$ cat src/design/bmpd_pkg.sv
// bmpd_pkg: shared types, sizes and codes for the BMP stream deframer.
// Used by the result interface, the parser, the output stage and the top level.
// No dependencies.
package bmpd_pkg;

  // Largest accepted image width or height
  localparam int unsigned MAX_DIM = 4096;

  // Width/height register size (holds MAX_DIM itself)
  localparam int DIM_W = $clog2(MAX_DIM + 1);
  // Row/column counter size; also numbers up to 256 palette entries
  localparam int CNT_W = ($clog2(MAX_DIM) > 9) ? $clog2(MAX_DIM) : 9;
  // Common width for counter vs. dimension compares
  localparam int CMP_W = ((CNT_W + 1) > DIM_W) ? (CNT_W + 1) : DIM_W;

  // Result field widths
  localparam int POS_W = 12;

  // Result kinds
  localparam logic [1:0] KIND_PALETTE = 2'd0;
  localparam logic [1:0] KIND_PIXEL   = 2'd1;
  localparam logic [1:0] KIND_ERROR   = 2'd2;

  // Format error codes
  localparam logic [2:0] ERR_MAGIC    = 3'd0;
  localparam logic [2:0] ERR_HDR_SIZE = 3'd1;
  localparam logic [2:0] ERR_PLANES   = 3'd2;
  localparam logic [2:0] ERR_DEPTH    = 3'd3;
  localparam logic [2:0] ERR_COMPRESS = 3'd4;
  localparam logic [2:0] ERR_SIZE     = 3'd5;

  // One result transaction
  typedef struct packed {
    logic [1:0]       kind;
    logic [7:0]       red;
    logic [7:0]       green;
    logic [7:0]       blue;
    logic [7:0]       colour_index;
    logic [POS_W-1:0] row;
    logic [POS_W-1:0] column;
    logic             last_pixel;
    logic [2:0]       error_code;
  } bmpd_result_t;

endpackage

$ cat src/design/bmpd_parser.sv
// bmpd_parser: per-byte header, palette and pixel parsing state machine.
// One accepted byte updates the state and yields at most one result.
// Depends on bmpd_pkg.
module bmpd_parser import bmpd_pkg::*; (
  input  logic         clk,
  input  logic         rst_n,
  input  logic         step,
  input  logic [7:0]   data_byte,
  input  logic         file_start,
  output logic         res_valid,
  output bmpd_result_t res
);

  typedef enum logic [2:0] {
    PH_IDLE, PH_HEADER, PH_PALETTE, PH_PIXELS, PH_DONE, PH_ERROR
  } phase_t;

  // Header byte positions and expected values
  localparam logic [31:0] POS_MAGIC_B  = 32'd0;
  localparam logic [31:0] POS_MAGIC_M  = 32'd1;
  localparam logic [31:0] POS_OFFSET   = 32'd13;
  localparam logic [31:0] POS_HDR_SIZE = 32'd17;
  localparam logic [31:0] POS_WIDTH    = 32'd21;
  localparam logic [31:0] POS_HEIGHT   = 32'd25;
  localparam logic [31:0] POS_PLANES   = 32'd27;
  localparam logic [31:0] POS_DEPTH    = 32'd29;
  localparam logic [31:0] POS_COMPRESS = 32'd33;
  localparam logic [31:0] POS_COLOURS  = 32'd49;
  localparam logic [31:0] POS_HDR_END  = 32'd53;
  localparam logic [7:0]  CHAR_B       = 8'h42;
  localparam logic [7:0]  CHAR_M       = 8'h4D;
  localparam logic [31:0] INFO_SIZE    = 32'd40;
  localparam logic [31:0] DEPTH_8      = 32'd8;
  localparam logic [31:0] DEPTH_24     = 32'd24;
  localparam logic [8:0]  PAL_FULL     = 9'd256;

  phase_t             phase_r, phase_nxt, phase_cur;
  logic [31:0]        pos_r, pos_nxt, pos_cur;
  logic [31:0]        shift_r, shift_nxt;
  logic [DIM_W-1:0]   width_r, width_nxt;
  logic [DIM_W-1:0]   height_r, height_nxt;
  logic [31:0]        offset_r, offset_nxt;
  logic               true_col_r, true_col_nxt;
  logic [8:0]         pal_cnt_r, pal_cnt_nxt;
  logic [15:0]        comp_buf_r, comp_buf_nxt;
  logic [1:0]         comp_cnt_r, comp_cnt_nxt;
  logic [CNT_W-1:0]   row_r, row_nxt;
  logic [CNT_W-1:0]   col_r, col_nxt;
  logic [1:0]         pad_r, pad_nxt;

  logic               in_field;
  logic [1:0]         lane;
  logic               enter_pix;
  logic               emit_pix;
  logic [7:0]         pix_red, pix_green, pix_blue, pix_idx;
  logic               fail;
  logic [2:0]         fail_code;
  logic [CMP_W-1:0]   col_inc;
  logic [DIM_W-1:0]   height_m1;

  assign col_inc   = CMP_W'(col_r) + CMP_W'(1);
  assign height_m1 = height_r - DIM_W'(1);

  // Restart view: a file start abandons the current file at once
  assign phase_cur = file_start ? PH_HEADER : phase_r;
  assign pos_cur   = file_start ? 32'd0 : pos_r;

  // Which little-endian header field this byte belongs to, and its byte lane
  always_comb begin
    in_field = 1'b0;
    lane     = 2'd0;
    if (pos_cur >= 32'd10 && pos_cur < 32'd26) begin
      in_field = 1'b1;
      lane     = 2'(pos_cur - 32'd10);
    end else if (pos_cur >= 32'd26 && pos_cur < 32'd30) begin
      in_field = 1'b1;
      lane     = {1'b0, pos_cur[0]};
    end else if (pos_cur >= 32'd30 && pos_cur < 32'd34) begin
      in_field = 1'b1;
      lane     = 2'(pos_cur - 32'd30);
    end else if (pos_cur >= 32'd46 && pos_cur < 32'd50) begin
      in_field = 1'b1;
      lane     = 2'(pos_cur - 32'd46);
    end
  end

  // Next state and result
  always_comb begin
    phase_nxt    = phase_r;
    pos_nxt      = pos_r;
    shift_nxt    = shift_r;
    width_nxt    = width_r;
    height_nxt   = height_r;
    offset_nxt   = offset_r;
    true_col_nxt = true_col_r;
    pal_cnt_nxt  = pal_cnt_r;
    comp_buf_nxt = comp_buf_r;
    comp_cnt_nxt = comp_cnt_r;
    row_nxt      = row_r;
    col_nxt      = col_r;
    pad_nxt      = pad_r;
    enter_pix    = 1'b0;
    emit_pix     = 1'b0;
    pix_red      = 8'd0;
    pix_green    = 8'd0;
    pix_blue     = 8'd0;
    pix_idx      = 8'd0;
    fail         = 1'b0;
    fail_code    = ERR_MAGIC;
    res_valid    = 1'b0;
    res          = '0;

    if (step && (phase_cur == PH_HEADER || phase_cur == PH_PALETTE ||
                 phase_cur == PH_PIXELS)) begin
      phase_nxt = phase_cur;
      pos_nxt   = (pos_cur == '1) ? pos_cur : pos_cur + 32'd1;

      unique case (phase_cur)
        PH_HEADER: begin
          // Gather field bytes
          if (in_field) begin
            if (lane == 2'd0) begin
              shift_nxt = {24'd0, data_byte};
            end else begin
              shift_nxt = shift_r | (32'(data_byte) << {lane, 3'b000});
            end
          end
          // Checks and captures at the last byte of each field
          unique case (pos_cur)
            POS_MAGIC_B: begin
              if (data_byte != CHAR_B) begin
                fail      = 1'b1;
                fail_code = ERR_MAGIC;
              end
            end
            POS_MAGIC_M: begin
              if (data_byte != CHAR_M) begin
                fail      = 1'b1;
                fail_code = ERR_MAGIC;
              end
            end
            POS_OFFSET: offset_nxt = shift_nxt;
            POS_HDR_SIZE: begin
              if (shift_nxt != INFO_SIZE) begin
                fail      = 1'b1;
                fail_code = ERR_HDR_SIZE;
              end
            end
            POS_WIDTH: begin
              if (shift_nxt > 32'(MAX_DIM)) begin
                fail      = 1'b1;
                fail_code = ERR_SIZE;
              end else begin
                width_nxt = DIM_W'(shift_nxt);
              end
            end
            POS_HEIGHT: begin
              if (shift_nxt > 32'(MAX_DIM)) begin
                fail      = 1'b1;
                fail_code = ERR_SIZE;
              end else begin
                height_nxt = DIM_W'(shift_nxt);
              end
            end
            POS_PLANES: begin
              if (shift_nxt != 32'd1) begin
                fail      = 1'b1;
                fail_code = ERR_PLANES;
              end
            end
            POS_DEPTH: begin
              if (shift_nxt == DEPTH_8) begin
                true_col_nxt = 1'b0;
              end else if (shift_nxt == DEPTH_24) begin
                true_col_nxt = 1'b1;
              end else begin
                fail      = 1'b1;
                fail_code = ERR_DEPTH;
              end
            end
            POS_COMPRESS: begin
              if (shift_nxt != 32'd0) begin
                fail      = 1'b1;
                fail_code = ERR_COMPRESS;
              end
            end
            POS_COLOURS: begin
              // Zero or more than 256 colours means a full palette
              if (shift_nxt == 32'd0 || shift_nxt > 32'(PAL_FULL)) begin
                pal_cnt_nxt = PAL_FULL;
              end else begin
                pal_cnt_nxt = 9'(shift_nxt);
              end
            end
            POS_HDR_END: begin
              if (true_col_r) begin
                enter_pix = 1'b1;
              end else begin
                phase_nxt    = PH_PALETTE;
                col_nxt      = '0;
                comp_cnt_nxt = 2'd0;
                comp_buf_nxt = 16'd0;
              end
            end
            default: ;
          endcase
        end

        PH_PALETTE: begin
          // Entries are B, G, R, reserved
          case (comp_cnt_r)
            2'd0: comp_buf_nxt = {8'd0, data_byte};
            2'd1: comp_buf_nxt = {data_byte, comp_buf_r[7:0]};
            2'd2: begin
              res_valid        = 1'b1;
              res.kind         = KIND_PALETTE;
              res.red          = data_byte;
              res.green        = comp_buf_r[15:8];
              res.blue         = comp_buf_r[7:0];
              res.colour_index = 8'(col_r);
            end
            default: begin
              col_nxt = CNT_W'(col_inc);
              if (col_inc >= CMP_W'(pal_cnt_r)) begin
                enter_pix = 1'b1;
              end
            end
          endcase
          if (!(comp_cnt_r == 2'd3 && col_inc >= CMP_W'(pal_cnt_r))) begin
            comp_cnt_nxt = comp_cnt_r + 2'd1;
          end
        end

        PH_PIXELS: begin
          if (pos_cur < offset_r) begin
            // still before the pixel array
          end else if (pad_r != 2'd0) begin
            pad_nxt = pad_r - 2'd1;
          end else if (!true_col_r) begin
            emit_pix = 1'b1;
            pix_idx  = data_byte;
          end else begin
            // 24-bit pixels arrive B, G, R
            case (comp_cnt_r)
              2'd0: begin
                comp_buf_nxt = {8'd0, data_byte};
                comp_cnt_nxt = 2'd1;
              end
              2'd1: begin
                comp_buf_nxt = {data_byte, comp_buf_r[7:0]};
                comp_cnt_nxt = 2'd2;
              end
              default: begin
                comp_cnt_nxt = 2'd0;
                emit_pix     = 1'b1;
                pix_red      = data_byte;
                pix_green    = comp_buf_r[15:8];
                pix_blue     = comp_buf_r[7:0];
              end
            endcase
          end
        end

        default: ;
      endcase

      // Format error result
      if (fail) begin
        phase_nxt      = PH_ERROR;
        res_valid      = 1'b1;
        res.kind       = KIND_ERROR;
        res.error_code = fail_code;
      end

      // Start of pixel data, rows bottom-up
      if (enter_pix) begin
        if (width_r == '0 || height_r == '0) begin
          phase_nxt = PH_DONE;
        end else begin
          phase_nxt    = PH_PIXELS;
          row_nxt      = CNT_W'(height_m1);
          col_nxt      = '0;
          pad_nxt      = 2'd0;
          comp_cnt_nxt = 2'd0;
          comp_buf_nxt = 16'd0;
        end
      end

      // Pixel result and position advance
      if (emit_pix) begin
        res_valid        = 1'b1;
        res.kind         = KIND_PIXEL;
        res.red          = pix_red;
        res.green        = pix_green;
        res.blue         = pix_blue;
        res.colour_index = pix_idx;
        res.row          = POS_W'(row_r);
        res.column       = POS_W'(col_r);
        res.last_pixel   = (row_r == '0) && (col_inc == CMP_W'(width_r));
        col_nxt          = CNT_W'(col_inc);
        if (col_inc >= CMP_W'(width_r)) begin
          if (row_r == '0) begin
            phase_nxt = PH_DONE;
          end else begin
            row_nxt = row_r - CNT_W'(1);
            col_nxt = '0;
            // Row padding to a 4-byte boundary: w mod 4 for 24-bit, -w mod 4 for 8-bit
            pad_nxt = true_col_r ? width_r[1:0] : (2'd0 - width_r[1:0]);
          end
        end
      end
    end
  end

  // State registers
  always_ff @(posedge clk) begin
    if (!rst_n) begin
      phase_r    <= PH_IDLE;
      pos_r      <= '0;
      shift_r    <= '0;
      width_r    <= '0;
      height_r   <= '0;
      offset_r   <= '0;
      true_col_r <= 1'b0;
      pal_cnt_r  <= '0;
      comp_buf_r <= '0;
      comp_cnt_r <= '0;
      row_r      <= '0;
      col_r      <= '0;
      pad_r      <= '0;
    end else begin
      phase_r    <= phase_nxt;
      pos_r      <= pos_nxt;
      shift_r    <= shift_nxt;
      width_r    <= width_nxt;
      height_r   <= height_nxt;
      offset_r   <= offset_nxt;
      true_col_r <= true_col_nxt;
      pal_cnt_r  <= pal_cnt_nxt;
      comp_buf_r <= comp_buf_nxt;
      comp_cnt_r <= comp_cnt_nxt;
      row_r      <= row_nxt;
      col_r      <= col_nxt;
      pad_r      <= pad_nxt;
    end
  end

endmodule

$ cat config.mk
export PLATFORM = sky130hd
export DESIGN_NAME = bmpd_parser
export DESIGN_NICKNAME = d
export VERILOG_FILES = /design/src/design/bmpd_pkg.sv /design/src/design/bmpd_parser.sv
export SDC_FILE = /design/constraint.sdc
export NUM_CORES = 1
export LEC_CHECK = 0
export ABC_AREA = 1
export BUFFER_PORTS_ARGS = -buffer_cell sky130_fd_sc_hd__clkbuf_2
export CAP_MARGIN = 10
export CORE_MARGIN = 1
export CORE_UTILIZATION = 50
export DETAILED_ROUTE_END_ITERATION = 7
export GPL_ROUTABILITY_DRIVEN = 0
export GPL_TIMING_DRIVEN = 0
export PLACE_DENSITY = 0.68
export SYNTH_ARGS = -nofsm -noshare
export SYNTH_HDL_FRONTEND = slang
export SYNTH_SLANG_ARGS = --single-unit
$ cat constraint.sdc
create_clock -name clk -period 4.45 [get_ports clk]
set_clock_uncertainty 0.1 [all_clocks]
set_input_delay 0.2225 -clock clk [delete_from_list [all_inputs] [get_ports clk]]
set_output_delay 0.2225 -clock clk [all_outputs]
set_load 0.01 [all_outputs]
==> summary.txt, run 1 <==
Floorplanning
  • Die Width: 161 um
  • Initial Utilization: 51.3%
  • Core footprint: 24,500 um2
  • Number of core rows: 57
  • I/O pin cnt: 75
  • Die area: 25,800 um2
  • Die Ht: 161 um

Run status
  • Status: completed

Power and ir drop
  • Clk network pwr share: 40.6%
  • Power Density: 263 nW/um2
  • Reg power frac: 44.4%
  • P_leak: 6.26 nW
  • Internal Dissipation: 2.60 mW
  • Total power: 3.77 mW
  • Switching Share: 31.1%
  • Logic pwr share: 15.0%
  • Maximum vdd drop: 0.238 mV
  • Switch Pwr: 1.17 mW

Clocking
  • Clock buffer depth: 2
  • # H-tree levels: 4
  • CTS Root Cell: clkbuf_16
  • CTS clk-pin slew, worst paths: 0.07 ns
  • CTS tree: yes
  • Worst skew pair latency: 0.45 ns
  • Hold_buf cts: 0
  • CTS Buf Count: 17
  • Num Clock Sinks: 179

Setup path
  • Critical path's top delay family: simple AND/OR/NAND/NOR gates
  • Setup slack on the worst flop-to-flop path: 0.32 ns
  • Max FO, Critical Path: 10
  • Worst-case reg-to-reg path depth: 20
  • Crit Path Class: flop to output port
  • Crit. Startpoint: pos_r[0]
  • Reg-to-reg startpoint: col_r[0]
  • Slowest CP cell: dfxtp_1
  • Crit path depth: 26
  • Crit path capture: res_valid
  • Worst EP arrival: 3.94 ns
  • Cell mode on critical path: nand2_1
  • Crit-path max cell delay: 0.35 ns
  • CP startpoint kind: flop
  • Setup crit end kind: output port
  • FF-to-FF End: row_r[9]
  • CP Data Required Time: 4.13 ns
  • Buf/Inv on CP: 5

Timing
  • Final setup vio count: 0
  • Fin. Hold Viols: 0
  • Worst slew pin tran: 0.985 ns
  • Final period utilization: 95.8%
  • Max Clk Rate: 235 MHz
  • Hold Slack: 0.239 ns
  • Period minus WS final: 4.26 ns
  • Max Slew Vio Count: 0
  • Setup ws final: 0.189 ns
  • Slew margin rel.: 34.3%

Routing
  • Vias per Instance: 5.78
  • Routed len/inst: 17.5 um
  • DRC marker count from the first detailed-route iteration: 1,609
  • Drc violations: 0
  • Final WL: 42.4 mm
  • DR vias: 14.0k
  • Final antenna-violating net count: 0
  • TritonRoute pass-1 iters: 6

Synth
  • Syn Nets: 2,056
  • Synth unique cells: 50
  • Post-Syn Area: 12,600 um2
  • #FFs+latches synth: 179
  • Asr flop ratio synth: 0%
  • Share of the synthesized area in the top cell type: 28.5%
  • Mapped Avg Cell Area: 6.35 um2
  • YS warnings: 0
  • Cell taking the most area after synthesis: dfxtp_1
  • Post-synth EDFFs: 0
  • Top FF cell, synth: dfxtp_1
  • Largest cells by area after synthesis: dfxtp_1 28%, nand2_1 12%, inv_1 8.5%
  • Seq/Total Area, Yosys: 28.5%
  • Syn Inst Count: 1,982
  • Top post-synthesis cells by count: 400 x nand2_1, 286 x inv_1, 202 x nor2_1
  • Top-count cell post-synth: nand2_1

Finish
  • Layout cell share with drive strength beyond 1: 12.5%
  • Synth-to-layout area growth: 13.7%
  • Final nets: 2,164
  • Fillers: 2,467
  • Design area: 14,300 um2
  • Final core occ: 58.4%
  • N_diodes: 0

Global routing
  • Initial antenna violation count: 0
  • First-pass GRT wire length: 66.2 mm
  • Vias in the first global route: 12.6k
  • Grt ovf: 0
  • Tot GR Track Use: 32.3%
  • Largest net degree at the start of global routing: 20

Placement
  • Dpl cell area: 13,400 um2
  • Post-DP HPWL: 31.6 mm
  • PortBufs: 73
  • Place WS: -0.696 ns

Hold path
  • Hold Crit Class: primary input to flop

Job
  • Max_cap viols: 0
==> flip-flops by register name, summed over array words and instances, names as in the netlist <==
name	cells
col_r	12
comp_buf_r	16
comp_cnt_r	2
height_r	13
offset_r	32
pad_r	2
pal_cnt_r	9
phase_r	3
pos_r	32
row_r	12
shift_r	32
true_col_r	1
width_r	13
==> cell families after synthesis <==
logic type,count (synthesis),share of synthesized area (%)
DFF,179,28.5
AOI/OAI and AO/OA,491,22.5
xor gates and xnor gates,23,1.60
and+or+nand+nor,846,29.3
adders and majority gates,62,6.16
buffers and inverters,381,12.0
==> power by group through the flow <==
stage / Clock, mW / Sequential (mW) / Combinational (mW)
final: 1.53 / 1.67 / 0.566
after detailed placement: 0 / 1.71 / 0.526
after global placement: 0 / 1.71 / 0.519
after global routing: 1.60 / 1.68 / 0.613
after CTS: 1.53 / 1.67 / 0.535
after floorplan: 0 / 1.70 / 0.365
==> timing repair <==
item	in CTS	in global routing
resized for setup	23	55
pin swaps	3	6
setup endpoints to repair	131	87
setup buffers	7	10
==> layer usage <==
| layer | wire (um) | vias up | track usage, % |
|---|---|---|---|
| met2 | 19800 | 691 | 53.5 |
| met1 | 17400 | 6482 | 42.1 |
| li1 | - | 6748 | - |
| met3 | 3640 | 107 | 4.21 |
| met4 | 1540 | 0 | 13.9 |
| met5 | 0 | - | 0 |
==> layout by cell type, fill, tap and decap left out, types with 55 or more instances in the layout <==
cell,n
nand2_1,390
o21ai_0,167
a21oi_1,177
inv_1,283
nor3_1,67
clkbuf_2,78
nand3_1,82
clkbuf_1,55
nor2_1,197
ha_1,62
dfxtp_1,177
==> through the flow <==
step,TNS (ns),instances
after global placement,-20.89,2379
after detailed placement,-25.19,2379
after CTS,0,2417
after floorplan,0,1982
after global routing,-0.0917,2427
final,0,2427
==> layout make-up <==
class	count	area, um2	area share (%)
Timing Repair Buffer	90	518	3.62
Buffer	83	408	2.85
Clock buffer	19	443	3.09
Inverter	297	1120	7.85
Multi-Input combinational cell	1422	7710	53.8
Clock inverter	13	125	0.874
Tap cell	324	405	2.83
Sequential cell	179	3590	25.0
==> worst min path at each step <==
stage                   start             end  slack (ns)  cells after the start
3_3_place_gp   comp_buf_r[15]  comp_buf_r[15]        0.35                      2
2_1_floorplan    height_r[12]    height_r[12]        0.32                      2
6_report           file_start      phase_r[2]        0.24                      6
3_5_place_dp       phase_r[1]      phase_r[1]        0.36                      2
5_1_grt            file_start      phase_r[2]        0.26                      6
4_1_cts            file_start      phase_r[2]        0.22                      6
==> tightest hold or removal path, cell delays in order <==
cell and delay, ns:
buf_6 0.15, nor2_1 0.10, nor2_1 0.10, nand2_1 0.06, nand2_1 0.05, a21oi_1 0.05
Power figures use the tool's default switching activity.
==> run 2: changes to the inputs <==
--- a/config.mk
+++ b/config.mk
@@ -10,10 +10,12 @@
 export CAP_MARGIN = 10
 export CORE_MARGIN = 1
 export CORE_UTILIZATION = 50
+export CTS_BUF_LIST = sky130_fd_sc_hd__clkbuf_8
 export DETAILED_ROUTE_END_ITERATION = 7
 export GPL_ROUTABILITY_DRIVEN = 0
 export GPL_TIMING_DRIVEN = 0
 export PLACE_DENSITY = 0.68
+export SLEW_MARGIN = 20
 export SYNTH_ARGS = -nofsm -noshare
 export SYNTH_HDL_FRONTEND = slang
 export SYNTH_SLANG_ARGS = --single-unit
==> run 2 against run 1 <==
  * Largest cell class unchanged
  * Wire length down 0.83%
  * Via count down 0.56%
  * Setup slack got worse by 0.013 ns
  * Clock power down 25%
  * Global-route usage decreased by 0.24 points
  * Critical endpoint is now res[35]
  * Combinational power about the same
  * Design area decreased by 1.5%
  * Flip-flop and latch count stayed put
  * Critical path depth decreased by 6
  * Non-clock buffer count down 4
==> summary.txt, run 2 (synthesis results as in run 1) <==
Placement
  • Dpl cell area: 13,400 um2
  • PortBufs: 73
  • Post-DP HPWL: 31.6 mm

Power and ir drop
  • Power Density: 240 nW/um2
  • P_leak: 6.17 nW
  • Maximum vdd drop: 0.187 mV
  • Total power: 3.38 mW

Global routing
  • First-pass GRT wire length: 65.8 mm
  • Tot GR Track Use: 32.1%
  • Grt ovf: 0
  • M2 GR Usage: 53.3%
  • Largest net degree at the start of global routing: 20
  • Initial antenna violation count: 0
  • GRT Max-Usage Layer: met2
  • Global routing usage on met3: 4.34%
  • Vias in the first global route: 12.5k
  • Routing usage on met1: 42.1%

Setup path
  • Setup crit end kind: output port
  • Worst EP arrival: 3.95 ns
  • CP Data Required Time: 4.13 ns
  • CP startpoint kind: flop
  • Crit Path Class: flop to output port
  • Max FO, Critical Path: 10

Routing
  • Final antenna-violating net count: 0
  • Drc violations: 0
  • DRC marker count from the first detailed-route iteration: 1,401
  • TritonRoute pass-1 iters: 8
  • Final WL: 42.0 mm
  • Vias per Instance: 5.76
  • Routed len/inst: 17.3 um
  • DR vias: 13.9k

Clocking
  • CTS Buf Count: 17
  • CTS clk-pin slew, worst paths: 0.12 ns
  • Num Clock Sinks: 179
  • CTS tree: yes
  • Worst skew pair latency: 0.49 ns
  • CTS Root Cell: clkbuf_8
  • # H-tree levels: 4
  • Clock buffer depth: 2

Job
  • Max_cap viols: 0

Timing
  • Hold Slack: 0.205 ns
  • Slew margin rel.: 31.9%
  • Final setup vio count: 0
  • Period minus WS final: 4.27 ns
  • Final period utilization: 96.1%
  • Fin. Hold Viols: 0
  • Max Clk Rate: 234 MHz
  • Worst slew pin tran: 1.02 ns
  • Max Slew Vio Count: 0

Finish
  • Layout cell share with drive strength beyond 1: 12.5%
  • Largest regs: offset_r (32), pos_r (32), shift_r (32)
  • N_diodes: 0
  • Synth-to-layout area growth: 12.0%
  • Final nets: 2,160
  • Fillers: 2,497
  • Commonest cells after routing, fill and taps aside: 389 x nand2_1, 284 x inv_1, 197 x nor2_1
  • Design area: 14,100 um2
  • Most common cell after layout, fill and taps aside: nand2_1

Floorplanning
  • I/O pin cnt: 75
  • Die Ht: 161 um
  • Initial Utilization: 51.3%
  • Number of core rows: 57
  • Die Width: 161 um
  • Core footprint: 24,500 um2
  • Die area: 25,800 um2

Run status
  • Status: completed

Hold path
  • Hold Crit Class: primary input to flop
run 2: per-layer routing:
layer	part of all wire, %	wire (um)	up-vias
met3	7.9	3330	101
met1	42	17600	6452
li1	-	-	6737
met2	46	19500	659
met4	3.8	1590	0
met5	0	0	-
run 2: cell type report:
class	instances	area (um2)	area share (%)
Clock inverter	14	129	0.914
Clock buffer	18	248	1.76
Inverter	297	1120	7.97
Tap cell	324	405	2.87
Buffer	82	407	2.88
Multi-Input combinational cell	1422	7710	54.7
Sequential cell	179	3590	25.4
Timing Repair Buffer	87	495	3.51
run 2: where the power goes:
group | internal [mW] | switching [mW] | leakage (nW)
Sequential | 1.65 | 0.0280 | 1.45
Combinational | 0.155 | 0.408 | 4.52
Clock | 0.467 | 0.680 | 0.197
run 2: stage by stage:
| stage | setup slack [ns] | utilization, % | setup TNS [ns] | cells |
|---|---|---|---|---|
| floorplan | 0.840 | - | 0 | 1982 |
| global placement | -0.681 | 54.5 | -20.89 | 2379 |
| detailed placement | -0.696 | 54.5 | -25.19 | 2379 |
| CTS | 0.0216 | 56.5 | 0 | 2414 |
| global route | -0.0496 | 57.5 | -0.129 | 2423 |
| finish | 0.175 | 57.5 | 0 | 2423 |
run 2: path summary, 6_finish.rpt:
check | startpoint | endpoint | cells past startpoint | slack, ns
worst max-delay path | pos_r[1] | res[35] | 20 | 0.18
worst min-delay path | rst_n | shift_r[21] | 4 | 0.20
worst max register to register | col_r[0] | row_r[9] | 20 | 0.32
worst min register to register | pal_cnt_r[1] | pal_cnt_r[1] | 2 | 0.37
run 2: what timing repair did:
action | CTS | global route
hold buffers | 0 | 0
buffers inserted | 4 | 10
pin swaps | 2 | 7
gates resized for setup | 21 | 62
endpoints found under the setup margin | 131 | 92
run 2: critical path, stage by stage, from the launching register on:
cell        delay [ns]
dfxtp_1           0.36
nand2_4           0.09
clkinvlp_4        0.16
ha_1              0.31
o21ai_0           0.07
nand3_1           0.07
a31oi_1           0.09
nor2_1            0.10
nor3_1            0.05
o21ai_1           0.25
nand4_1           0.13
nand4_1           0.12
nand3_1           0.09
nand2_2           0.17
clkbuf_4          0.24
nand3_1           0.11
clkbuf_2          0.25
clkbuf_4          0.26
a21oi_1           0.28
a21oi_1           0.11
clkbuf_2          0.14
